[src/hw/rtl/bbe_pkg.sv]
// ----------------------------------------------------------------------------
// bbe_pkg: shared types and constants of the 3x3 box blur
// Pixel word, neighbourhood sums, tap masks, command and register codes.
// ----------------------------------------------------------------------------
`timescale 1ns / 1ps
`default_nettype none

package bbe_pkg;

    // configuration port
    localparam int CFG_IDX_W  = 2;
    localparam int CFG_DATA_W = 16;

    typedef enum logic [CFG_IDX_W-1:0] {
        REG_IMAGE_WIDTH  = 2'd0,
        REG_IMAGE_HEIGHT = 2'd1
    } reg_index_t;

    // input word commands
    typedef enum logic {
        CMD_PIXEL = 1'b0,
        CMD_DRAIN = 1'b1
    } cmd_t;

    // channel sums of up to nine 8-bit samples
    localparam int SUM_W   = 12;
    localparam int COUNT_W = 4;
    // reciprocal scale for the rounded mean
    localparam int RECIP_SHIFT = 17;
    localparam int RECIP_W     = 17;

    typedef struct packed {
        logic [7:0] red;
        logic [7:0] green;
        logic [7:0] blue;
    } pix_t;

    typedef struct packed {
        logic [SUM_W-1:0]   red;
        logic [SUM_W-1:0]   green;
        logic [SUM_W-1:0]   blue;
        logic [COUNT_W-1:0] count;
    } sum_t;

    // index 0 is the top row / left column, 2 the bottom row / right column
    typedef struct packed {
        logic [2:0] row_ok;
        logic [2:0] col_ok;
    } mask_t;

    // ceil(2^17 / (2n)) for n = 1..9, exact over the whole sum range
    function automatic logic [RECIP_W-1:0] recip(input logic [COUNT_W-1:0] n);
        logic [RECIP_W-1:0] r;
        begin
            case (n)
                4'd1:    r = 17'd65536;
                4'd2:    r = 17'd32768;
                4'd3:    r = 17'd21846;
                4'd4:    r = 17'd16384;
                4'd5:    r = 17'd13108;
                4'd6:    r = 17'd10923;
                4'd7:    r = 17'd9363;
                4'd8:    r = 17'd8192;
                4'd9:    r = 17'd7282;
                default: r = 17'd0;
            endcase
            return r;
        end
    endfunction

endpackage

`default_nettype wire

[src/hw/rtl/bbe_mean.sv]
// ----------------------------------------------------------------------------
// bbe_mean: rounded channel means
// Computes (2*sum+n) div (2n) per channel by reciprocal multiplication.
// ----------------------------------------------------------------------------
`timescale 1ns / 1ps
`default_nettype none

module bbe_mean (
    input  wire bbe_pkg::sum_t  sums,
    output bbe_pkg::pix_t       mean
);
    import bbe_pkg::*;

    localparam int NUM_W  = SUM_W + 1;
    localparam int PROD_W = NUM_W + RECIP_W;

    logic [RECIP_W-1:0] scale;

    function automatic logic [7:0] chan_mean(input logic [SUM_W-1:0] s,
                                             input logic [COUNT_W-1:0] n,
                                             input logic [RECIP_W-1:0] k);
        logic [NUM_W-1:0]  num;
        logic [PROD_W-1:0] prod;
        begin
            num  = {s, 1'b0} + NUM_W'(n);
            prod = PROD_W'(num) * PROD_W'(k);
            return prod[RECIP_SHIFT+7:RECIP_SHIFT];
        end
    endfunction

    // shared reciprocal of the divisor
    assign scale = recip(sums.count);

    // one multiply per channel
    always_comb
    begin
        mean.red   = chan_mean(sums.red,   sums.count, scale);
        mean.green = chan_mean(sums.green, sums.count, scale);
        mean.blue  = chan_mean(sums.blue,  sums.count, scale);
    end

endmodule

`default_nettype wire

[config.mk]
export PLATFORM = sky130hd
export DESIGN_NAME = bbe_mean
export DESIGN_NICKNAME = d
export VERILOG_FILES = /design/src/hw/rtl/bbe_pkg.sv /design/src/hw/rtl/bbe_mean.sv
export SDC_FILE = /design/constraint.sdc
export NUM_CORES = 1
export LEC_CHECK = 0
export ABC_AREA = 1
export ABC_CLOCK_PERIOD_IN_PS = 8700
export BUFFER_PORTS_ARGS = -buffer_cell sky130_fd_sc_hd__buf_4
export CAP_MARGIN = 40
export CELL_PAD_IN_SITES_DETAIL_PLACEMENT = 1
export CELL_PAD_IN_SITES_GLOBAL_PLACEMENT = 1
export CORE_MARGIN = 4
export CORE_UTILIZATION = 45
export DETAILED_ROUTE_END_ITERATION = 8
export MAX_ROUTING_LAYER = met4
export PLACE_DENSITY_LB_ADDON = 0.1
export SYNTH_ARGS = -nofsm -noshare
export SYNTH_HDL_FRONTEND = slang
export SYNTH_SLANG_ARGS = --single-unit
export TNS_END_PERCENT = 100
[constraint.sdc]
create_clock -name vclk -period 8.7
set_clock_uncertainty 0.05 [all_clocks]
set_input_delay 1.74 -clock vclk [all_inputs]
set_output_delay 1.74 -clock vclk [all_outputs]
set_load 0.005 [all_outputs]
# Yosys cells after proc, flatten, opt, wreduce, memory -nomap -nowiden
# Memory sizes are Yosys's and may differ from the RTL's.
# Index checks and enable logic that the tools add are counted.
# Widths: inputs -> output; s select.
[word_totals] regBits=0 latchBits=0 ram_bits=0 mem_bits_ro=272 inputBits=40 output_inout_bits=24 elab_cells=7 mem_count=1
[classes] add_sub_neg=3 multipliers=3 div=0 order_cmp=0 n_eq_ne=0 shift=0 mux=0 n_bitwise=0 n_reduce_logical=0
[memory_table] memory="(no name shown)" depth=16 word_bits=17 rd=1 rd_clocked_by_memory_dff=0 write_ports=0 line="bbe_pkg.sv:55" text="case (n)"
[op_table] operator="$mul 13x17->25" n=3
[op_table] operator="$add 13x4->13" n=3

# Longest topological paths before layout
# Gate-level depths: netlist (run 1).
[logic_depth] depth_word=2 depth_mapped=33

# Worst setup path after synthesis (run 1)
# Ideal clock, no wire load.
[synth_timing] kind="in2out" from="input port sums[0] (netlist bit)" to="output port mean[20] (netlist bit)" t_arrival_ns=7.102 setup_slack_ns=-0.192 path_stages=25 path_buffers=3 cell_sequence="inv_1 -> buf_1 -> ha_1 -> inv_1 -> nor2_2 -> nor2_4 -> inv_1 -> buf_2 -> buf_2 -> nand2_1 -> fa_1 -> inv_1 -> fa_1 -> fa_1 -> fa_1 -> inv_1 -> fa_1 -> inv_1 -> ha_1 -> a21oi_1 -> nand2_1 -> a211oi_1 -> nand2_1 -> a21oi_1 -> xor2_1"
[synth_rtl] item="from (decl)" line="bbe_mean.sv:9" text="input wire bbe_pkg::sum_t sums,"
[synth_rtl] item="to (decl)" line="bbe_mean.sv:10" text="output bbe_pkg::pix_t mean"

==> results of run 1 <==
==> cells in the mapped netlist, types with 3 or more instances <==
| cell type | count |
|---|---|
| a211oi_1 | 5 |
| a21o_1 | 5 |
| a21oi_1 | 57 |
| a31oi_1 | 5 |
| buf_1 | 6 |
| buf_2 | 10 |
| clkbuf_1 | 44 |
| fa_1 | 471 |
| ha_1 | 164 |
| inv_1 | 731 |
| inv_2 | 10 |
| nand2_1 | 622 |
| nand2_2 | 14 |
| nand3_1 | 72 |
| nand3_2 | 3 |
| nand3b_1 | 4 |
| nand4_1 | 23 |
| nor2_1 | 257 |
| nor2_2 | 4 |
| nor3_1 | 17 |
| nor3_2 | 3 |
| nor4_1 | 5 |
| o211ai_1 | 5 |
| o21a_1 | 3 |
| o21ai_0 | 34 |
| o21ai_2 | 4 |
| o21bai_1 | 5 |
| or2_2 | 5 |
| xnor2_1 | 4 |
| xor2_1 | 22 |
==> critical path, delay by kind of cell <==
family | cells | cell delay [ns]
adder cells (fa/ha/maj) | 8 | 3.52
AO/OA/AOI/OAI | 2 | 0.28
AND/OR/NAND/NOR | 9 | 0.91
buffers and inverters | 12 | 1.30
XOR/XNOR | 1 | 0.22
==> report_power, final <==
group	total (mW)	internal, mW	switching [mW]	leakage, nW
Sequential	0	0	0	0
Clock	0	0	0	0
Combinational	8.01	3.48	4.53	15.2
Total	8.01	3.48	4.53	15.2
==> kinds of logic (layout without fill, tap and decap cells) <==
group,count (synthesis),after routing,synth area share
simple gates,1039,1039,0.215
buf+inv,805,1477,0.153
xor+xnor,28,28,0.0131
fa+ha+maj,635,635,0.579
compound gates,132,132,0.0391
==> what timing repair did <==
item	in CTS	in global routing
pin swaps	203	237
cloned	1	2
resized for setup	490	330
setup buffers	102	69
endpoints found under the setup margin	24	24
==> routing by layer <==
metal	wire length [um]	share of wire	vias up
li1	-	-	8984
met1	36300	0.31	11600
met2	55800	0.48	1815
met3	9510	0.082	1085
met4	14000	0.12	0
met5	0	0	-
==> metrics by stage <==
stage / total power, mW / utilization / hold WS [ns]
2_1_floorplan: 2.58 / - / 3.80
3_3_place_gp: 4.65 / 0.576 / 4.27
3_5_place_dp: 4.82 / 0.576 / 4.29
4_1_cts: 6.14 / 0.641 / 4.32
5_1_grt: 8.35 / 0.681 / 4.45
6_report: 8.01 / 0.681 / 4.40
==> layout make-up <==
| class | count | area (um2) |
|---|---|---|
| Multi-Input combinational cell | 1834 | 19400 |
| Inverter | 744 | 2880 |
| Timing Repair Buffer | 733 | 6460 |
| Fill cell | 5108 | 13800 |
| Tap cell | 585 | 732 |
==> worst max path at each step <==
stage / startpoint / end / slack, ns / depth (start not counted)
finish: sums[1] / mean[13] / -1.09 / 32
global route: sums[1] / mean[22] / -1.26 / 33
CTS: sums[1] / mean[15] / -0.62 / 31
detailed placement: sums[1] / mean[15] / -1.13 / 31
global placement: sums[1] / mean[15] / -0.97 / 31
floorplan: sums[0] / mean[20] / -0.03 / 25
==> reports/qor.csv, run 1 <==
stage;metric;value;unit
setup_path;crit_path_max_incr_delay;0.60;ns
die;core.rowCount;76;
power_and_ir_drop;power_density;272;nW/um2
cells_and_area;final_cell_mix;638 x inv_1, 599 x buf_4, 494 x nand2_1;
cts;ctsHoldBuffers;0;
setup_path;arrival;8.00;ns
place;port_buffers;64;
yosys;syn-cell-area;19800;um2
setup_path;crit_path_end_kind;output pin;
timing;fmax;102;MHz
setup_path;critPathMostFrequentCell;fa_1;
global_route;antenna_found_initial;0;
yosys;yosysSeqAreaShare;0;
run;cap_violations;0;
routing;antenna_left;0;
timing;fin_ws;-1.09;ns
global_route;grt_max_degree;23;
global_route;grt.busiest_layer;met2;
yosys;syn_nets;3314;
timing;period_needed;9.79;ns
cells_and_area;flops_and_latches;0;
routing;dr.pass1.iters;6;
global_route;grt.met3_usage;0.0415;
place;pre_cts_slack;-1.13;ns
power_and_ir_drop;ir_worst_vdd;419;uV
cells_and_area;nets;3988;
yosys;yosys-top-cells-area;fa_1 48%, inv_1 14%, nand2_1 12%;
run_status;failed_checks;setup timing;
place;post-place-cells;3729;
place;place_congestion;0.988;
worst_hold_path;whs_endpoint;mean[15];
global_route;grt_util_met1;0.423;
yosys;synth_area_per_cell;7.51;um2
timing;relSlewSlack;0.547;
routing;vias_per_cell;6.02;
global_route;grtUsageTotal;0.379;
global_route;gr-usage-met2;0.679;
setup_path;crit_required;6.91;ns
setup_path;cp_max_fo;5;
yosys;synthCells;2639;
cells_and_area;final.clkbuf_count;0;
setup_path;worstSetupPathType;input port to output pin;
global_route;grt_pass1_vias;24500;
routing;vias;23400;
global_route;grt_remaining_overflow;0;
routing;first_iter_violations;2069;
timing;final.setup.tns;-21.35;ns
die;num_io_pins;64;
timing;fin_crit_sh;1.13;
timing;final_max_slew_viol_count;0;
worst_hold_path;holdCritStartpoint;sums[26];
routing;wl_per_cell;29.7;um
die;die_area;47500;um2
cells_and_area;syn_to_final_growth;48.7;%
timing;rsz0062_at_grt;true;
yosys;synth_top_cell_by_area;fa_1;
power_and_ir_drop;p_leak;15.2;nW
place;dpl_cell_area;24900;um2
global_route;grt_pass1_wl;136000;um
timing;setup_viol;24;
setup_path;crit_slowest_cell;fa_1;
cells_and_area;final_common_cell;inv_1;
timing;finalHoldViolCount;0;
cells_and_area;seqCellArea;0;um2
yosys;synth_cell_types;49;
die;die_h;218;um
die;core_area;43300;um2
yosys;yosys.area.top_type_share;0.476;
cells_and_area;fin_area;29500;um2
place;dp_hpwl;64900;um
cells_and_area;num_antenna_cells;0;
yosys;yosys_warnings;0;
timing;tightest_slew;0.677;ns
die;die_w;218;um
routing;route.detailed.drc;0;
routing;wl;116000;um
cells_and_area;instances_no_fill;3896;
run_status;status;finished, violations left;
worst_hold_path;hp-class;input port to output pin;
setup_path;worst_setup_path_start_kind;input port;
worst_hold_path;hold-path-cell-count;12;
cells_and_area;drive_gt1_frac;0.394;
die;start_util;0.458;
Power figures use the tool's default switching activity.
==> run 2, diff against run 1 <==
Settings changed: ABC_AREA 1 to unset, CORE_UTILIZATION 45 to 46.
==> run 2 against run 1 <==
  * Critical endpoint is now mean[21]
  * Count of clock-buffer cells in the layout did not move
  * The flow still finishes with violations (setup timing)
  * Synthesized area fell by 7.3%
  * Largest cell class unchanged
  * Sequential share of layout area did not move
==> reports/qor.csv, run 2 <==
stage;metric;value;unit;change
routing;vias_per_cell;5.17;;was 6.02
place;pre_cts_slack;-1.41;ns;was -1.13 ns
yosys;synthCells;2146;;was 2,639
yosys;yosys_warnings;0;;unchanged
routing;wl_per_cell;21.5;um;was 29.7 um
routing;wl;67700;um;was 116,000 um
place;post-place-cells;3089;;was 3,729
cells_and_area;fin_area;24600;um2;was 29,500 um2
timing;setup_viol;24;;unchanged
run_status;failed_checks;setup timing;;unchanged
power_and_ir_drop;power_density;125;nW/um2;was 272 nW/um2
timing;fin_crit_sh;1.13;;about the same
cells_and_area;nets;3309;;was 3,988
global_route;grt_pass1_vias;19100;;was 24,500
timing;relSlewSlack;0.656;;was 0.547
setup_path;crit_required;6.91;ns;about the same
setup_path;critPathMostFrequentCell;fa_1;;unchanged
yosys;yosys.area.top_type_share;0.513;;was 0.476
routing;vias;16300;;was 23,400
worst_hold_path;hp-class;input port to output pin;;unchanged
power_and_ir_drop;p_total;3.09;mW;was 8.01 mW
yosys;synth_most_common_cell;inv_1;;unchanged
cells_and_area;final_common_cell;inv_1;;unchanged
setup_path;cp_top_family;adder cells;;unchanged
global_route;grtUsageTotal;0.319;;was 0.379
yosys;syn_nets;2821;;was 3,314
routing;first_iter_violations;717;;was 2,069
die;die_h;208;um;was 218 um
cells_and_area;seqCellArea;0;um2;unchanged
timing;fin_ws;-1.16;ns;was -1.09 ns
cells_and_area;instances_no_fill;3150;;was 3,896
timing;finalHoldViolCount;0;;unchanged
place;port_buffers;64;;unchanged
routing;antenna_left;0;;unchanged
place;place_congestion;0.965;;was 0.988
setup_path;crit_path_max_incr_delay;0.55;ns;was 0.60 ns
place;dpl_cell_area;22900;um2;was 24,900 um2
routing;dr.pass1.iters;5;;was 6
routing;route.detailed.drc;0;;unchanged
yosys;synth_common_cells;589 x inv_1, 471 x fa_1, 386 x nand2_1;;was 731 x inv_1, 622 x nand2_1, 471 x fa_1
cells_and_area;fillCellCount;4585;;was 5,108
yosys;synth_top_cell_by_area;fa_1;;unchanged
global_route;antenna_found_initial;0;;unchanged
cells_and_area;flops_and_latches;0;;unchanged
yosys;yosysSeqAreaShare;0;;unchanged
yosys;synth_area_per_cell;8.57;um2;was 7.51 um2
cells_and_area;syn_to_final_growth;34.0;%;was 48.7%
cells_and_area;drive_gt1_frac;0.302;;was 0.394
cells_and_area;final.clkbuf_count;0;;unchanged
yosys;synth_cell_types;67;;was 49
setup_path;worstSetupPathType;input port to output pin;;unchanged
yosys;syn-cell-area;18400;um2;was 19,800 um2
die;start_util;0.470;;was 0.458
timing;period_needed;9.86;ns;was 9.79 ns
setup_path;worst_setup_path_start_kind;input port;;unchanged
die;core.rowCount;72;;was 76
setup_path;cp_num_buf_inv;9;;was 12
cells_and_area;num_antenna_cells;0;;unchanged
timing;final_max_slew_viol_count;0;;unchanged
global_route;grt_remaining_overflow;0;;unchanged
timing;rsz0062_at_grt;true;;unchanged
global_route;grt_pass1_wl;105000;um;was 136,000 um
setup_path;crit_slowest_cell;fa_1;;unchanged
die;core_area;39100;um2;was 43,300 um2
power_and_ir_drop;p_leak;12.9;nW;was 15.2 nW
run_status;status;finished, violations left;;unchanged
die;die_area;43200;um2;was 47,500 um2
setup_path;arrival;8.07;ns;was 8.00 ns
timing;tightest_slew;0.512;ns;was 0.677 ns
setup_path;crit_path_end_kind;output pin;;unchanged
setup_path;cp_max_fo;7;;was 5
die;num_io_pins;64;;unchanged
cells_and_area;final_cell_mix;557 x inv_1, 494 x buf_4, 444 x fa_1;;was 638 x inv_1, 599 x buf_4, 494 x nand2_1
place;dp_hpwl;57100;um;was 64,900 um
run;cap_violations;0;;unchanged
yosys;yosys-top-cells-area;fa_1 51%, inv_1 12%, ha_1 11%;;was fa_1 48%, inv_1 14%, nand2_1 12%
power_and_ir_drop;ir_worst_vdd;133;uV;was 419 uV
global_route;grt_max_degree;17;;was 23
die;die_w;208;um;was 218 um
timing;fmax;101;MHz;was 102 MHz
## run 2: cell types whose count changed in the layout (fill, tap and decap cells not counted), sizes merged, moves of 12 or more
cell and delta:
a21o +14, a21oi -25, and2 +17, and3 +13, buf -177, inv -147
nand2 -250, nand3 -68, nand4 -15, nor2 -100, nor3 -12, o21ai -17
xnor2 +58
## run 2: where the power goes
group / internal, mW / total (mW) / switching [mW]
clock: 0 / 0 / 0
combinational: 1.47 / 3.09 / 1.61
sequential: 0 / 0 / 0
total: 1.47 / 3.09 / 1.61
## run 2: stage by stage
step	hold WS, ns	util	TNS [ns]
finish	4.36	0.630	-23.28
global route	4.42	0.630	-27.50
CTS	4.35	0.614	-19.70
detailed placement	4.38	0.586	-27.81
global placement	4.37	0.586	-23.95
floorplan	3.91	-	-5.24
## run 2: path summary, 6_finish.rpt
path	start	end	slack, ns	cells after the start
worst max-delay path	sums[1]	mean[21]	-1.16	27
worst min-delay path	sums[39]	mean[23]	4.36	7
## run 2: worst min-delay path, cell delays in order
cell     delay, ns
buf_4         0.13
xnor2_2       0.14
buf_4         0.20
nor2_1        0.11
xnor3_1       0.16
xnor2_1       0.06
buf_4         0.13
## run 2: cell families after synthesis
| family | synth area share |
|---|---|
| AOI/OAI and AO/OA | 0.0453 |
| xor gates and xnor gates | 0.0469 |
| buffers and inverters | 0.135 |
| and+or+nand+nor | 0.148 |
| adders and majority gates | 0.625 |
## run 2: timing repair
action	4_1_cts	5_1_grt
endpoints found under the setup margin	24	24
gates cloned	2	0
hold buffers	0	0
pin swaps	101	122
resized for setup	156	120
buffers inserted	49	27
## run 2: metal layers
layer / up-vias / global-route usage / wire [um]
met3: 111 / 0.0316 / 2950
met1: 8549 / 0.432 / 29500
met2: 429 / 0.523 / 33300
li1: 7202 / - / -
met5: - / - / 0
met4: 0 / 0.0831 / 2010
## run 2: area by class of cell
| class | count | area [um2] | area share |
|---|---|---|---|
| Inverter | 589 | 2220 | 0.0900 |
| Multi-Input combinational cell | 1488 | 17200 | 0.700 |
| Tap cell | 518 | 648 | 0.0263 |
| Timing Repair Buffer | 555 | 4530 | 0.184 |
==> run 3, diff against run 2 <==
Settings changed: ABC_CLOCK_PERIOD_IN_PS 8700 to 10400, CORE_UTILIZATION 46 to 51.
Clock period 8.7 ns to 10.4 ns, I/O delays scaled along.
==> run 3 against run 2 <==
  * The flow still finishes with violations (setup timing)
  * First-iteration DRC count grew 25%
  * Count of clock-buffer cells in the layout is the same
  * Global-route usage grew 1.7 points
  * Utilization grew 1.1 points
==> reports/qor.csv, run 3 (synthesis results as in run 2) <==
stage;metric;value;unit;change
timing;fmax;94.7;MHz;
power_and_ir_drop;p_leak;12.1;nW;was 12.9 nW
die;core.rowCount;69;;was 72
cells_and_area;nets;3157;;was 3,309
routing;dr.pass1.iters;5;;unchanged
routing;first_iter_violations;899;;was 717
cells_and_area;instances_no_fill;2941;;was 3,150
setup_path;cp_num_buf_inv;7;;was 9
cells_and_area;multi_input_area;16700;um2;was 17,200 um2
place;port_buffers;64;;unchanged
die;start_util;0.517;;was 0.470
routing;vias;15800;;was 16,300
setup_path;cp_top_family;adder cells;;unchanged
setup_path;cp_max_fo;6;;was 7
global_route;grt_pass1_vias;18000;;was 19,100
worst_hold_path;hold-path-cell-count;7;;unchanged
timing;fin_crit_sh;1.02;;
routing;route.detailed.drc;0;;unchanged
routing;antenna_left;0;;unchanged
run_status;status;finished, violations left;;unchanged
place;dpl_cell_area;21600;um2;was 22,900 um2
die;core_area;35600;um2;was 39,100 um2
timing;timing.hold.ws;5.07;ns;was 4.36 ns
worst_hold_path;hp-class;input port to output pin;;unchanged
cells_and_area;final_util;0.641;;was 0.630
timing;setup_viol;7;;was 24
setup_path;crit_slowest_cell;a21oi_1;;was fa_1
routing;wl;64200;um;was 67,700 um
die;die_area;39100;um2;was 43,200 um2
setup_path;crit_path_end_kind;output pin;;unchanged
setup_path;crit_required;8.27;ns;was 6.91 ns
setup_path;crit_path_max_incr_delay;0.63;ns;was 0.55 ns
cells_and_area;seqCellArea;0;um2;unchanged
global_route;grt_remaining_overflow;0;;unchanged
cells_and_area;fin_area;22800;um2;was 24,600 um2
cells_and_area;final_common_cell;inv_1;;unchanged
global_route;grt_max_degree;32;;was 17
power_and_ir_drop;p_total;2.14;mW;was 3.09 mW
place;post-place-cells;2907;;was 3,089
setup_path;arrival;8.43;ns;was 8.07 ns
routing;wl_per_cell;21.8;um;was 21.5 um
routing;vias_per_cell;5.39;;was 5.17
run_status;failed_checks;setup timing;;unchanged
timing;relSlewSlack;0.482;;was 0.656
power_and_ir_drop;ir_worst_vdd;114;uV;was 133 uV
global_route;antenna_found_initial;0;;unchanged
setup_path;path_depth;24;;was 27
timing;fin_ws;-0.165;ns;was -1.16 ns
cells_and_area;final.clkbuf_count;0;;unchanged
timing;final_max_slew_viol_count;0;;unchanged
setup_path;worstSetupPathType;input port to output pin;;unchanged
setup_path;worst_setup_path_start_kind;input port;;unchanged
die;num_io_pins;64;;unchanged
cells_and_area;flops_and_latches;0;;unchanged
cells_and_area;fillCellCount;4192;;was 4,585
timing;rsz0062_at_grt;true;;unchanged
setup_path;crit_chain;buf_4, ha_4, fa_2, a21oi_4, buf_6, nor3_4, xor2_1, buf_4, buf_4, nand2_1, buf_4, fa_1, inv_1, fa_1, fa_1, fa_1, fa_1, ha_1, a21o_1, a21oi_1, a31oi_4, nor4_2, a311o_1, buf_4;;
die;die_w;198;um;was 208 um
cells_and_area;final_cell_mix;572 x inv_1, 458 x fa_1, 369 x nand2_1;;was 557 x inv_1, 494 x buf_4, 444 x fa_1
cells_and_area;drive_gt1_frac;0.228;;was 0.302
place;place_congestion;0.933;;was 0.965
global_route;grt_pass1_wl;98700;um;was 105,000 um
global_route;grtUsageTotal;0.336;;was 0.319
timing;period_needed;10.56;ns;
cts;ctsHoldBuffers;0;;unchanged
power_and_ir_drop;power_density;93.8;nW/um2;was 125 nW/um2
timing;finalHoldViolCount;0;;unchanged
cells_and_area;syn_to_final_growth;24.0;%;was 34.0%
die;die_h;198;um;was 208 um
run;cap_violations;0;;unchanged
timing;tightest_slew;0.777;ns;was 0.512 ns
place;dp_hpwl;54900;um;was 57,100 um
cells_and_area;num_antenna_cells;0;;unchanged
==> run 3: layer usage <==
| metal | GRT usage | vias to the layer above | wire (um) |
|---|---|---|---|
| li1 | - | 6912 | - |
| met1 | 0.456 | 8307 | 27000 |
| met2 | 0.545 | 503 | 31200 |
| met3 | 0.0378 | 118 | 3920 |
| met4 | 0.0888 | 0 | 2090 |
| met5 | - | - | 0 |
==> run 3: repair_timing <==
action | CTS | global route
setup buffers | 15 | 19
cloned | 0 | 1
gates resized for setup | 66 | 142
pin swaps | 39 | 93
endpoints found under the setup margin | 22 | 23
==> run 3: through the flow <==
step                TNS (ns)  worst slack [ns]
finish                -0.389            -0.165
global route           -2.87            -0.353
CTS                        0           0.00413
detailed placement     -4.27            -0.350
global placement       -1.48            -0.183
floorplan                  0             0.176
==> run 3: worst paths after layout <==
kind / startpoint / slack (ns) / to
max: sums[28] / -0.16 / mean[21]
min: sums[23] / 5.07 / mean[15]
==> run 3: final cells by class <==
type	instances	area share
tap	461	0.0253
multi-input combinational	1487	0.733
timing repair buffer	404	0.144
inverter	589	0.0971
==> run 3: power breakdown <==
group          internal, mW  switching (mW)
Clock                     0               0
Combinational         0.961            1.18
Sequential                0               0
Total                 0.961            1.18
