**src/hw/rtl/bbe_pkg.sv**
```systemverilog
// ----------------------------------------------------------------------------
// bbe_pkg: shared types and constants of the 3x3 box blur
// Pixel word, neighbourhood sums, tap masks, command and register codes.
// ----------------------------------------------------------------------------
`timescale 1ns / 1ps
`default_nettype none

package bbe_pkg;

    // configuration port
    localparam int CFG_IDX_W  = 2;
    localparam int CFG_DATA_W = 16;

    typedef enum logic [CFG_IDX_W-1:0] {
        REG_IMAGE_WIDTH  = 2'd0,
        REG_IMAGE_HEIGHT = 2'd1
    } reg_index_t;

    // input word commands
    typedef enum logic {
        CMD_PIXEL = 1'b0,
        CMD_DRAIN = 1'b1
    } cmd_t;

    // channel sums of up to nine 8-bit samples
    localparam int SUM_W   = 12;
    localparam int COUNT_W = 4;
    // reciprocal scale for the rounded mean
    localparam int RECIP_SHIFT = 17;
    localparam int RECIP_W     = 17;

    typedef struct packed {
        logic [7:0] red;
        logic [7:0] green;
        logic [7:0] blue;
    } pix_t;

    typedef struct packed {
        logic [SUM_W-1:0]   red;
        logic [SUM_W-1:0]   green;
        logic [SUM_W-1:0]   blue;
        logic [COUNT_W-1:0] count;
    } sum_t;

    // index 0 is the top row / left column, 2 the bottom row / right column
    typedef struct packed {
        logic [2:0] row_ok;
        logic [2:0] col_ok;
    } mask_t;

    // ceil(2^17 / (2n)) for n = 1..9, exact over the whole sum range
    function automatic logic [RECIP_W-1:0] recip(input logic [COUNT_W-1:0] n);
        logic [RECIP_W-1:0] r;
        begin
            case (n)
                4'd1:    r = 17'd65536;
                4'd2:    r = 17'd32768;
                4'd3:    r = 17'd21846;
                4'd4:    r = 17'd16384;
                4'd5:    r = 17'd13108;
                4'd6:    r = 17'd10923;
                4'd7:    r = 17'd9363;
                4'd8:    r = 17'd8192;
                4'd9:    r = 17'd7282;
                default: r = 17'd0;
            endcase
            return r;
        end
    endfunction

endpackage

`default_nettype wire

```
**src/hw/rtl/bbe_window_sum.sv**
```systemverilog
// ----------------------------------------------------------------------------
// bbe_window_sum: nine-tap window and masked neighbourhood sums
// Shifts in one column per pixel and sums the in-frame taps per channel.
// ----------------------------------------------------------------------------
`timescale 1ns / 1ps
`default_nettype none

module bbe_window_sum (
    input  wire logic            clk,
    input  wire logic            rst_n,
    input  wire logic            shift_en,
    input  wire bbe_pkg::pix_t   col_top,
    input  wire bbe_pkg::pix_t   col_mid,
    input  wire bbe_pkg::pix_t   col_bot,
    input  wire logic            sum_en,
    input  wire bbe_pkg::mask_t  mask,
    output bbe_pkg::sum_t        sums
);
    import bbe_pkg::*;

    pix_t win_reg [9];
    sum_t sums_reg;
    sum_t sums_next;

    // window taps, column-major, oldest column first
    always_ff @(posedge clk or negedge rst_n)
    begin
        if (!rst_n)
        begin
            for (int i = 0; i < 9; i++)
            begin
                win_reg[i] <= '0;
            end
        end
        else if (shift_en)
        begin
            for (int i = 0; i < 6; i++)
            begin
                win_reg[i] <= win_reg[i+3];
            end
            win_reg[6] <= col_top;
            win_reg[7] <= col_mid;
            win_reg[8] <= col_bot;
        end
    end

    // masked sums over the nine taps
    always_comb
    begin
        sums_next = '0;
        for (int c = 0; c < 3; c++)
        begin
            for (int r = 0; r < 3; r++)
            begin
                if (mask.col_ok[c] && mask.row_ok[r])
                begin
                    sums_next.red   = sums_next.red   + SUM_W'(win_reg[c*3+r].red);
                    sums_next.green = sums_next.green + SUM_W'(win_reg[c*3+r].green);
                    sums_next.blue  = sums_next.blue  + SUM_W'(win_reg[c*3+r].blue);
                    sums_next.count = sums_next.count + COUNT_W'(1);
                end
            end
        end
    end

    always_ff @(posedge clk)
    begin
        if (sum_en)
        begin
            sums_reg <= sums_next;
        end
    end

    assign sums = sums_reg;

endmodule

`default_nettype wire

```
**config.mk**
```make
export PLATFORM = sky130hd
export DESIGN_NAME = bbe_window_sum
export DESIGN_NICKNAME = d
export VERILOG_FILES = /design/src/hw/rtl/bbe_pkg.sv /design/src/hw/rtl/bbe_window_sum.sv
export SDC_FILE = /design/constraint.sdc
export NUM_CORES = 1
export LEC_CHECK = 0
export BUFFER_PORTS_ARGS = -buffer_cell sky130_fd_sc_hd__buf_2
export CORE_MARGIN = 3
export CORE_UTILIZATION = 60
export DETAILED_ROUTE_END_ITERATION = 7
export MAX_ROUTING_LAYER = met4
export PLACE_DENSITY = 0.75
export SLEW_MARGIN = 10
export SYNTH_ARGS = -nofsm -noshare
export SYNTH_HDL_FRONTEND = slang
export SYNTH_SLANG_ARGS = --single-unit
```
**constraint.sdc**
```tcl
create_clock -name clk -period 22.1 [get_ports clk]
set_input_delay 4.42 -clock clk [delete_from_list [all_inputs] [get_ports clk]]
set_output_delay 4.42 -clock clk [all_outputs]
set_load 0.1 [all_outputs]
```
# Word-level counts from Yosys, hierarchy flattened
# Index checks and enable logic that the tools add are counted.
[totals] regBits=256 inputBits=82 out_inout_bits=40
[classes] muxes=9 addsub=32 reduce_logical=9
[op_table] operator="2-to-1 mux 40 bit" count=8
[op_table] operator="adder 12 x 8 -> 12 bit" count=24
[op_table] operator="2-to-1 mux 36 bit" count=1
[op_table] operator="adder 4 x 1 -> 4 bit (second input constant)" count=8
[op_table] operator="logical AND 1 bit" count=9

# Depth between registers and ports, before layout
# Gate-level depths: netlist (run 1).
[depth] ltp_word=18 ltp_mapped=54

# Worst setup path after synthesis (run 1)
# Ideal clock, no wire load.
[synth_path] kind="in2reg" start="input mask[0] in the netlist's numbering" end="register sums_reg (netlist bit sums[27]), data pin" setup_ns=0.257 slack_ns=8.988 arrival_ns=12.856 path_stages=48 path_buffers=3 t_required_ns=21.843 path_cell_list="buf_2 > clkbuf_1 > clkbuf_1 > and3_1 > ha_1 > inv_1 > fa_1 > nor2b_1 > a21oi_1 > nor2b_1 > ha_1 > a21o_1 > a211oi_1 > o21ai_0 > o21a_1 > ha_1 > o21a_1 > o31ai_4 > [12 not listed] > a21oi_1 > a21oi_1 > ha_1 > a21boi_0 > a211o_1 > nand2_1 > ha_1 > xor2_1 > nor2_1 > a31oi_1 > ha_1 > o21ai_0 > or2b_2 > and2_2 > o211a_1 > and3_4 > mux2i_1 > a32o_1"
[synth_rtl] item="start, declared" line="bbe_window_sum.sv:16" source="input wire bbe_pkg::mask_t mask,"
[synth_rtl] item="end signal, assigned" line="bbe_window_sum.sv:70" source="sums_reg <= sums_next;"
[synth_rtl] item="end, declared" line="bbe_window_sum.sv:22" source="sum_t sums_reg;"

==> results of run 1 <==
-- power by group through the flow --
stage	Clock [µW]	Combinational, µW	Sequential (µW)
6_report	529	1280	646
5_1_grt	555	1420	654
3_5_place_dp	0	1250	650
3_3_place_gp	0	1210	649
4_1_cts	534	1270	643
2_1_floorplan	0	880	766
-- Yosys cell counts, drive strengths merged (35+ instances only) --
cell / count / share of area, %
nand2: 174 / 3.1
nor2b: 41 / 1.2
xor2: 38 / 1.6
inv: 123 / 2.2
ha: 200 / 12
clkbuf: 60 / 1.1
a21oi: 143 / 3.4
o21a: 48 / 1.7
xnor2: 103 / 4.7
o21ai: 166 / 4.0
dfrtp: 216 / 26
a211oi: 35 / 1.3
nor2: 164 / 2.9
mux2: 243 / 13
a21o: 46 / 1.6
edfxtp: 40 / 5.7
-- per-stage QoR --
stage               cell area, µm²  setup WS, ps  power, µW  instances
CTS                          23040          8423       2445       2781
floorplan                    21010          8988       1646       2218
global route                 23040          7521       2625       2781
global placement             22020          8179       1855       2728
detailed placement           22020          7899       1903       2728
finish                       23040          8296       2455       2781
-- per-layer routing --
metal / track usage, % / wire length (µm) / up-vias
met5: - / 0 / -
met4: 5.563 / 795 / 0
met3: 4.267 / 4286 / 62
met2: 45.15 / 23790 / 540
met1: 46.52 / 26760 / 8336
li1: - / - / 8167
-- worst max path at each step --
stage	endpoint	cells after the start
6_report	sums[27]	49
5_1_grt	sums[27]	49
4_1_cts	sums[27]	49
3_5_place_dp	sums[27]	49
3_3_place_gp	sums[27]	49
2_1_floorplan	sums[27]	48
-- area by class of cell --
type | instances | area share, %
clock buffers | 35 | 3.291
repair buffers | 138 | 3.269
inverters | 123 | 2.004
flip-flops and latches | 256 | 28.67
multi-input cells | 1763 | 59.17
well taps | 448 | 2.433
clock inverters | 18 | 1.157
-- logic make-up after synthesis --
kind of cell | share of synthesized area [%]
adder cells (fa/ha/maj) | 14.20
multiplexers | 13.90
buffers and inverters | 3.668
XOR/XNOR | 6.437
AND/OR/NAND/NOR | 12.26
flip-flops | 31.44
AO/OA/AOI/OAI | 18.10
-- critical path, delay by kind of cell --
kind | cells | cell delay [ps]
simple gates | 7 | 1130
compound gates | 26 | 4670
fa+ha+maj | 9 | 2840
xor+xnor | 2 | 300
mux | 1 | 110
buf+inv | 4 | 650
==> impl_metrics.xml, run 1 <==
<?xml version="1.0" encoding="UTF-8"?>
<metrics>
  <group name="routing">
    <metric name="detail_route.drc_violations" unit="">0</metric>
    <metric name="drt.antenna.violating_nets" unit="">0</metric>
    <metric name="drt-wirelength-per-cell" unit="µm">20.01</metric>
    <metric name="detailedRoute.firstIterationViolations" unit="">1407</metric>
    <metric name="route.vias.total" unit="">17110</metric>
    <metric name="drt-pass1-iter-count" unit="">5</metric>
    <metric name="drt-vias-per-instance" unit="">6.151</metric>
    <metric name="wl" unit="mm">55.64</metric>
  </group>
  <group name="timing">
    <metric name="layout_worst_path_cycle_share" unit="%">62.46</metric>
    <metric name="final_hold_vio_count" unit="">0</metric>
    <metric name="totalNegativeSetupSlack" unit="ps">0</metric>
    <metric name="relative_slew_margins" unit="%">26.58</metric>
    <metric name="grt_setup_unrepaired" unit="">false</metric>
    <metric name="finalHoldWorstSlack" unit="ps">496.5</metric>
    <metric name="finalCriticalPeriod" unit="ps">13800</metric>
    <metric name="max_clock_freq" unit="MHz">72.44</metric>
    <metric name="setup_viol_count_final" unit="">0</metric>
    <metric name="layout_skew" unit="ps">12.88</metric>
    <metric name="max_slew_violation_count" unit="">0</metric>
    <metric name="tightest_slew" unit="ps">1101</metric>
  </group>
  <group name="setup_path">
    <metric name="critPathArrivalTime" unit="ps">14120</metric>
    <metric name="cp_slowest_stage_delay" unit="ps">450</metric>
    <metric name="beginning_of_the_critical_path" unit="">mask[0]</metric>
    <metric name="worstSetupEndpointType" unit="">register</metric>
    <metric name="timing.rr.start" unit="">win_reg[200]</metric>
    <metric name="crit_required" unit="ps">22410</metric>
    <metric name="reg2reg_to" unit="">sums[27]</metric>
    <metric name="critical-path-slowest-cell" unit="">sky130_fd_sc_hd__buf_2</metric>
    <metric name="library_cell_appearing_most_often_on_the_critical_path" unit="">sky130_fd_sc_hd__ha_1</metric>
    <metric name="reg2reg_depth" unit="">49</metric>
    <metric name="worst_setup_path_start_kind" unit="">input port</metric>
    <metric name="maximum_fanout_count_along_the_critical_path" unit="">37</metric>
    <metric name="r2r_slack" unit="ps">12320</metric>
    <metric name="worst-setup-path-type" unit="">in -&gt; reg</metric>
  </group>
  <group name="synth">
    <metric name="yosys_most_used_dff" unit="">sky130_fd_sc_hd__dfrtp_1</metric>
    <metric name="count_of_yosys_warnings_during_synthesis" unit="">0</metric>
    <metric name="synthesis.nets" unit="">2524</metric>
    <metric name="syn-cell-area" unit="µm²">21010</metric>
    <metric name="share_of_synthesized_area_occupied_by_flip_flops_and_latches" unit="%">31.44</metric>
    <metric name="synth.avg_cell_area" unit="µm²">9.473</metric>
    <metric name="synthesis.instances" unit="">2218</metric>
    <metric name="synth_edf_count" unit="">40</metric>
    <metric name="synth-async-reset-ratio" unit="%">84.38</metric>
    <metric name="synth.lib_cells_used.distinct" unit="">93</metric>
    <metric name="ys_ff_latch" unit="">256</metric>
  </group>
  <group name="pwr">
    <metric name="power.density_cell_area" unit="nW/µm²">106.6</metric>
    <metric name="power.clock.fraction" unit="%">21.5</metric>
    <metric name="switching_power" unit="µW">1043</metric>
    <metric name="vdd_ir_drop_max" unit="mV">0.1102</metric>
    <metric name="combinational_fraction_of_design_power" unit="%">52.2</metric>
    <metric name="sequentialPowerShare" unit="%">26.3</metric>
    <metric name="p_int" unit="µW">1412</metric>
    <metric name="leakage" unit="µW">0.01025</metric>
    <metric name="sw_frac_of_total" unit="%">42.48</metric>
  </group>
  <group name="clock_tree">
    <metric name="tritoncts" unit="">built</metric>
    <metric name="cts_inserted_buffers" unit="">29</metric>
    <metric name="clock_latency_at_the_later_pin_of_the_worst_skew_pair" unit="ps">570</metric>
    <metric name="longest_clk_path_bufs" unit="">3</metric>
    <metric name="cts_post_setup_buffers_inserted" unit="">0</metric>
    <metric name="clockRootBuffer" unit="">sky130_fd_sc_hd__clkbuf_16</metric>
    <metric name="post_cts_hold_buffer_count" unit="">0</metric>
    <metric name="cts.repair.resized" unit="">0</metric>
    <metric name="cts_max_level" unit="">1</metric>
    <metric name="clkTransAtPathRegs" unit="ps">60</metric>
    <metric name="clock_sinks" unit="">256</metric>
  </group>
  <group name="place">
    <metric name="gp_congestion" unit="">0.9446</metric>
    <metric name="detailed_place_hpwl" unit="mm">41.86</metric>
    <metric name="portBuffers" unit="">121</metric>
  </group>
  <group name="die">
    <metric name="die-height" unit="µm">193.1</metric>
    <metric name="ioPinCount" unit="">122</metric>
    <metric name="die_width" unit="µm">193.1</metric>
    <metric name="core_outline_area" unit="µm²">34040</metric>
    <metric name="full_die_area" unit="µm²">37300</metric>
    <metric name="initial_core_util" unit="%">61.73</metric>
    <metric name="num_rows" unit="">67</metric>
  </group>
  <group name="finish">
    <metric name="final_cell_mix" unit="">240 x sky130_fd_sc_hd__mux2_2, 216 x sky130_fd_sc_hd__dfrtp_1, 200 x sky130_fd_sc_hd__ha_1</metric>
    <metric name="flip_flop_count_of_the_largest_register_all_copies_and_words_added" unit="">216</metric>
    <metric name="layout-drive-gt1-share" unit="%">20.36</metric>
    <metric name="area_growth_syn_to_layout" unit="%">9.659</metric>
    <metric name="fill_cell_count" unit="">2724</metric>
    <metric name="nets" unit="">2617</metric>
    <metric name="multiInputGateArea" unit="µm²">13630</metric>
    <metric name="fin_util" unit="%">67.70</metric>
    <metric name="total_inserted_antenna_cells" unit="">0</metric>
    <metric name="seqCellArea" unit="µm²">6606</metric>
    <metric name="layout.cells.most_common" unit="">sky130_fd_sc_hd__mux2_2</metric>
  </group>
  <group name="global_route">
    <metric name="grt_pass1_vias" unit="">16690</metric>
    <metric name="first_pass_grt_wire_length" unit="mm">88.95</metric>
    <metric name="grt.total_usage" unit="%">30.92</metric>
    <metric name="maximum_number_of_pins_on_one_net_before_global_route_repair" unit="">93</metric>
    <metric name="grt-ovfl-total" unit="">0</metric>
    <metric name="number_of_antenna_violations_at_the_first_check_in_global_routing" unit="">0</metric>
  </group>
  <group name="min_path">
    <metric name="worst_hold_path_type" unit="">reg -&gt; reg</metric>
    <metric name="min_from" unit="">win_reg[212]</metric>
    <metric name="min_delay_worst_endpoint" unit="">win_reg[212]</metric>
    <metric name="whs_path_depth" unit="">1</metric>
  </group>
  <group name="flow_run">
    <metric name="cap_viol_max_count" unit="">0</metric>
  </group>
  <group name="status">
    <metric name="outcome" unit="">complete, no violations</metric>
  </group>
</metrics>
Note: power is estimated with default switching activity, not from simulation.
==> inputs of run 2 (changes only) <==
Settings changed: CORE_UTILIZATION 60 to 57, PLACE_DENSITY 0.75 to 0.74.
Clock period 22.1 ns to 12.55 ns, I/O delays scaled along.
==> impl_metrics.xml, run 2 (synthesis gave the netlist of run 1 again) <==
<?xml version="1.0" encoding="UTF-8"?>
<metrics>
  <group name="finish">
    <metric name="fill_cell_count" unit="">2869</metric>
    <metric name="multiInputGateArea" unit="µm²">13630</metric>
    <metric name="area_growth_syn_to_layout" unit="%">9.176</metric>
    <metric name="nets" unit="">2618</metric>
    <metric name="flip_flop_count_of_the_largest_register_all_copies_and_words_added" unit="">216</metric>
    <metric name="final_cell_mix" unit="">240 x sky130_fd_sc_hd__mux2_2, 216 x sky130_fd_sc_hd__dfrtp_1, 200 x sky130_fd_sc_hd__ha_1</metric>
    <metric name="post-route-cell-area" unit="µm²">22940</metric>
    <metric name="seqCellArea" unit="µm²">6606</metric>
    <metric name="layout-drive-gt1-share" unit="%">20.44</metric>
    <metric name="layout.cells.most_common" unit="">sky130_fd_sc_hd__mux2_2</metric>
  </group>
  <group name="clock_tree">
    <metric name="clkTransAtPathRegs" unit="ps">60</metric>
    <metric name="clock_sinks" unit="">256</metric>
    <metric name="cts_inserted_buffers" unit="">29</metric>
    <metric name="cts.repair.resized" unit="">0</metric>
    <metric name="cts_max_level" unit="">1</metric>
    <metric name="clockRootBuffer" unit="">sky130_fd_sc_hd__clkbuf_16</metric>
    <metric name="longest_clk_path_bufs" unit="">3</metric>
    <metric name="cts_post_setup_buffers_inserted" unit="">0</metric>
    <metric name="post_cts_hold_buffer_count" unit="">0</metric>
    <metric name="clock_latency_at_the_later_pin_of_the_worst_skew_pair" unit="ps">570</metric>
    <metric name="tritoncts" unit="">built</metric>
  </group>
  <group name="die">
    <metric name="die_width" unit="µm">198.0</metric>
    <metric name="full_die_area" unit="µm²">39200</metric>
    <metric name="num_rows" unit="">69</metric>
    <metric name="initial_core_util" unit="%">58.50</metric>
    <metric name="ioPinCount" unit="">122</metric>
    <metric name="die-height" unit="µm">198.0</metric>
    <metric name="core_outline_area" unit="µm²">35910</metric>
  </group>
  <group name="global_route">
    <metric name="maximum_number_of_pins_on_one_net_before_global_route_repair" unit="">155</metric>
    <metric name="grt_pass1_vias" unit="">17090</metric>
    <metric name="grt.total_usage" unit="%">29.49</metric>
    <metric name="grt-ovfl-total" unit="">0</metric>
    <metric name="first_pass_grt_wire_length" unit="mm">90.40</metric>
    <metric name="number_of_antenna_violations_at_the_first_check_in_global_routing" unit="">1</metric>
  </group>
  <group name="place">
    <metric name="detailed_place_hpwl" unit="mm">42.46</metric>
    <metric name="gp_congestion" unit="">0.9121</metric>
    <metric name="portBuffers" unit="">121</metric>
    <metric name="postPlaceCellArea" unit="µm²">22040</metric>
  </group>
  <group name="setup_path">
    <metric name="critPathArrivalTime" unit="ps">11920</metric>
    <metric name="crit_required" unit="ps">12850</metric>
    <metric name="maximum_fanout_count_along_the_critical_path" unit="">26</metric>
    <metric name="timing.rr.start" unit="">win_reg[200]</metric>
    <metric name="beginning_of_the_critical_path" unit="">mask[0]</metric>
    <metric name="worst_setup_path_start_kind" unit="">input port</metric>
    <metric name="worst-setup-path-type" unit="">in -&gt; reg</metric>
    <metric name="worstSetupEndpointType" unit="">register</metric>
    <metric name="cp_slowest_stage_delay" unit="ps">810</metric>
    <metric name="library_cell_appearing_most_often_on_the_critical_path" unit="">sky130_fd_sc_hd__ha_1</metric>
    <metric name="critical-path-slowest-cell" unit="">sky130_fd_sc_hd__nor2_1</metric>
  </group>
  <group name="routing">
    <metric name="drt-pass1-iter-count" unit="">5</metric>
    <metric name="drt-vias-per-instance" unit="">6.176</metric>
    <metric name="drt-wirelength-per-cell" unit="µm">19.96</metric>
    <metric name="detailedRoute.firstIterationViolations" unit="">1366</metric>
    <metric name="wl_met2" unit="mm">23.66</metric>
    <metric name="met3WireLength" unit="mm">3.985</metric>
    <metric name="drt.antenna.violating_nets" unit="">0</metric>
    <metric name="dr.max_layer_used" unit="">met4</metric>
    <metric name="wl_met1" unit="mm">26.84</metric>
    <metric name="route.vias.total" unit="">17270</metric>
    <metric name="detail_route.drc_violations" unit="">0</metric>
    <metric name="wl" unit="mm">55.81</metric>
  </group>
  <group name="timing">
    <metric name="layout_worst_path_cycle_share" unit="%">92.57</metric>
    <metric name="tightest_slew" unit="ps">1141</metric>
    <metric name="totalNegativeSetupSlack" unit="ps">0</metric>
    <metric name="max_clock_freq" unit="MHz">86.08</metric>
    <metric name="max_slew_violation_count" unit="">0</metric>
    <metric name="grt_setup_unrepaired" unit="">false</metric>
    <metric name="relative_slew_margins" unit="%">23.97</metric>
    <metric name="final_hold_vio_count" unit="">0</metric>
    <metric name="layout_skew" unit="ps">11.76</metric>
    <metric name="finalCriticalPeriod" unit="ps">11620</metric>
    <metric name="setup_viol_count_final" unit="">0</metric>
  </group>
  <group name="flow_run">
    <metric name="cap_viol_max_count" unit="">0</metric>
  </group>
  <group name="status">
    <metric name="outcome" unit="">complete, no violations</metric>
  </group>
  <group name="pwr">
    <metric name="vdd_ir_drop_max" unit="mV">0.2258</metric>
    <metric name="leakage" unit="µW">0.01021</metric>
    <metric name="power.density_cell_area" unit="nW/µm²">183.8</metric>
  </group>
  <group name="min_path">
    <metric name="min_from" unit="">win_reg[212]</metric>
    <metric name="worst_hold_path_type" unit="">reg -&gt; reg</metric>
  </group>
</metrics>
## run 2: cell types whose count changed in the layout (fill, tap and decap cells not counted), sizes merged
cell / delta
bufinv: -7
clkbuf: +6
clkinv: +3
clkinvlp: -1
diode: +1
## run 2: critical path, delay by kind of cell
kind / cells / cell delay [ps]
AO/OA/AOI/OAI: 25 / 4110
XOR/XNOR: 1 / 160
buffers and inverters: 5 / 820
AND/OR/NAND/NOR: 9 / 2040
adder cells (fa/ha/maj): 7 / 2250
## run 2: layer usage
layer	vias up	global-route usage, %
met1	8439	43.63
met4	0	7.182
li1	8192	-
met3	102	4.407
met5	-	-
met2	536	42.78
## run 2: where the power goes
part	switching, µW	internal, µW
Clock	356	458
Sequential	137	1000
Combinational	1350	915
## run 2: final cells by class
class,instances,share of cell area (%)
repair buffers,139,3.327
clock buffers,40,3.611
inverters,123,2.013
flip-flops and latches,256,28.80
well taps,461,2.514
multi-input cells,1763,59.44
diodes,1,0.01091
clock inverters,13,0.2891
## run 2: metrics by stage
step	instances	power, µW	worst slack, ps	util (%)	hold slack, ps
floorplan	2218	2899	1348	-	472.2
global placement	2742	3266	676.1	61.37	482.8
detailed placement	2742	3361	359.8	61.37	488.2
CTS	2795	4200	946.5	63.86	501.7
global route	2796	4514	122.1	63.87	532.5
finish	2796	4217	932.3	63.87	503.2
## run 2: worst paths after layout
path                       cells after the start  slack (ps)            to
min                                            1         500  win_reg[212]
max                                           47         930      sums[38]
max in group asynchronous                      3        8400    win_reg[6]
min reg2reg                                    1         500  win_reg[212]
max reg2reg                                   49        2880      sums[27]
min in group asynchronous                      1        1920  win_reg[134]
==> inputs of run 3 (changes only) <==
Settings changed: CORE_MARGIN 3 to default.
==> impl_metrics.xml, run 3 (synthesis gave the netlist of run 1 again) <==
<?xml version="1.0" encoding="UTF-8"?>
<metrics>
  <group name="status">
    <metric name="outcome" unit="">complete, no violations</metric>
  </group>
  <group name="finish">
    <metric name="final_cell_mix" unit="">240 x sky130_fd_sc_hd__mux2_2, 216 x sky130_fd_sc_hd__dfrtp_1, 200 x sky130_fd_sc_hd__ha_1</metric>
    <metric name="flip_flop_count_of_the_largest_register_all_copies_and_words_added" unit="">216</metric>
    <metric name="layout.cells.most_common" unit="">sky130_fd_sc_hd__mux2_2</metric>
    <metric name="finalNonFillerCells" unit="">2800</metric>
    <metric name="area_growth_syn_to_layout" unit="%">9.719</metric>
    <metric name="layout-drive-gt1-share" unit="%">20.58</metric>
    <metric name="nets" unit="">2621</metric>
    <metric name="fin_util" unit="%">64.19</metric>
  </group>
  <group name="pwr">
    <metric name="sequentialPowerShare" unit="%">26.5</metric>
    <metric name="leakage" unit="µW">0.01027</metric>
    <metric name="p_int" unit="µW">2456</metric>
    <metric name="combinational_fraction_of_design_power" unit="%">52.6</metric>
    <metric name="power.clock.fraction" unit="%">20.9</metric>
    <metric name="power.density_cell_area" unit="nW/µm²">186.4</metric>
    <metric name="switching_power" unit="µW">1842</metric>
    <metric name="post-layout-total-power" unit="µW">4298</metric>
    <metric name="vdd_ir_drop_max" unit="mV">0.1679</metric>
    <metric name="sw_frac_of_total" unit="%">42.86</metric>
  </group>
  <group name="clock_tree">
    <metric name="cts.repair.resized" unit="">0</metric>
    <metric name="tritoncts" unit="">built</metric>
    <metric name="longest_clk_path_bufs" unit="">3</metric>
    <metric name="clockRootBuffer" unit="">sky130_fd_sc_hd__clkbuf_16</metric>
    <metric name="clock_sinks" unit="">256</metric>
    <metric name="clock_latency_at_the_later_pin_of_the_worst_skew_pair" unit="ps">570</metric>
    <metric name="clkTransAtPathRegs" unit="ps">60</metric>
    <metric name="cts_inserted_buffers" unit="">29</metric>
    <metric name="post_cts_hold_buffer_count" unit="">0</metric>
    <metric name="cts_max_level" unit="">1</metric>
    <metric name="cts_post_setup_buffers_inserted" unit="">0</metric>
  </group>
  <group name="die">
    <metric name="core_outline_area" unit="µm²">35910</metric>
    <metric name="ioPinCount" unit="">122</metric>
    <metric name="full_die_area" unit="µm²">37630</metric>
    <metric name="num_rows" unit="">69</metric>
    <metric name="initial_core_util" unit="%">58.50</metric>
    <metric name="die_width" unit="µm">194.0</metric>
    <metric name="die-height" unit="µm">194.0</metric>
  </group>
  <group name="timing">
    <metric name="max_clock_freq" unit="MHz">85.43</metric>
    <metric name="final_hold_vio_count" unit="">0</metric>
    <metric name="setup_viol_count_final" unit="">0</metric>
    <metric name="max_slew_violation_count" unit="">0</metric>
    <metric name="layout_skew" unit="ps">21.49</metric>
    <metric name="finalCriticalPeriod" unit="ps">11710</metric>
    <metric name="tightest_slew" unit="ps">990.1</metric>
    <metric name="totalNegativeSetupSlack" unit="ps">0</metric>
    <metric name="layout_worst_path_cycle_share" unit="%">93.27</metric>
    <metric name="finalHoldWorstSlack" unit="ps">521.0</metric>
    <metric name="grt_setup_unrepaired" unit="">false</metric>
    <metric name="relative_slew_margins" unit="%">33.99</metric>
  </group>
  <group name="setup_path">
    <metric name="library_cell_appearing_most_often_on_the_critical_path" unit="">sky130_fd_sc_hd__ha_1</metric>
    <metric name="cp_slowest_stage_delay" unit="ps">400</metric>
    <metric name="maximum_fanout_count_along_the_critical_path" unit="">25</metric>
    <metric name="crit_required" unit="ps">12860</metric>
    <metric name="critPathArrivalTime" unit="ps">12010</metric>
    <metric name="critical-path-slowest-cell" unit="">sky130_fd_sc_hd__fa_1</metric>
    <metric name="worst_setup_path_start_kind" unit="">input port</metric>
    <metric name="worst-setup-path-type" unit="">in -&gt; reg</metric>
    <metric name="worstSetupEndpointType" unit="">register</metric>
  </group>
  <group name="global_route">
    <metric name="first_pass_grt_wire_length" unit="mm">89.23</metric>
    <metric name="grt-ovfl-total" unit="">0</metric>
    <metric name="grt.total_usage" unit="%">30.48</metric>
    <metric name="grt_pass1_vias" unit="">16840</metric>
    <metric name="number_of_antenna_violations_at_the_first_check_in_global_routing" unit="">3</metric>
    <metric name="maximum_number_of_pins_on_one_net_before_global_route_repair" unit="">110</metric>
  </group>
  <group name="routing">
    <metric name="drt-wirelength-per-cell" unit="µm">19.87</metric>
    <metric name="detailedRoute.firstIterationViolations" unit="">1378</metric>
    <metric name="drt-pass1-iter-count" unit="">7</metric>
    <metric name="drt-vias-per-instance" unit="">6.171</metric>
    <metric name="route.vias.total" unit="">17280</metric>
    <metric name="drt.antenna.violating_nets" unit="">0</metric>
    <metric name="detail_route.drc_violations" unit="">0</metric>
    <metric name="wl" unit="mm">55.63</metric>
  </group>
  <group name="place">
    <metric name="gp_congestion" unit="">0.9214</metric>
    <metric name="placed_cells_incl_taps" unit="">2745</metric>
    <metric name="portBuffers" unit="">121</metric>
    <metric name="detailed_place_hpwl" unit="mm">42.12</metric>
  </group>
  <group name="flow_run">
    <metric name="cap_viol_max_count" unit="">0</metric>
  </group>
  <group name="min_path">
    <metric name="worst_hold_path_type" unit="">reg -&gt; reg</metric>
  </group>
</metrics>
run 3: routing by layer:
metal / wire length [µm] / up-vias / track usage, % / share of wire (%)
met5: 0 / - / - / 0
met1: 26210 / 8439 / 43.45 / 47
met3: 4131 / 92 / 4.505 / 7.4
li1: - / 8171 / - / -
met4: 1389 / 0 / 8.407 / 2.5
met2: 23900 / 576 / 45.07 / 43
run 3: power by group through the flow:
stage	Sequential, µW	Combinational, µW	Clock (µW)
final	1140	2260	899
after global routing	1150	2490	941
after CTS	1130	2240	910
after detailed placement	1150	2210	0
after global placement	1140	2120	0
after floorplan	1350	1550	0
run 3: through the flow:
stage	setup slack (ps)	area, µm²
6_report	844.9	23050
5_1_grt	106.4	23050
3_3_place_gp	623.4	22060
2_1_floorplan	1348	21010
4_1_cts	939.2	23050
3_5_place_dp	409.6	22060
run 3: critical path: cells and delay by family:
| family | cells | cell delay (ps) |
|---|---|---|
| xor+xnor | 2 | 300 |
| buf+inv | 4 | 500 |
| fa+ha+maj | 9 | 2840 |
| compound gates | 26 | 4620 |
| mux | 1 | 110 |
| simple gates | 7 | 1110 |
run 3: area by class of cell:
class	count	area (µm²)
clock inverter	18	216.5
clock buffer	35	769.5
timing repair buffer	142	783.3
sequential	256	6606
tap	461	576.8
inverter	123	461.7
antenna	2	5.005
multi-input combinational	1763	13630
fill	2912	12860
run 3: worst paths after layout:
kind                         startpoint      endpoint  slack [ps]  depth (start not counted)
max                             mask[0]      sums[27]         840                         49
min                        win_reg[186]  win_reg[186]         520                          1
max reg2reg                win_reg[200]      sums[27]        2790                         48
min reg2reg                win_reg[186]  win_reg[186]         520                          1
max in group asynchronous         rst_n  win_reg[140]        9220                          2
min in group asynchronous         rst_n    win_reg[5]        1930                          1
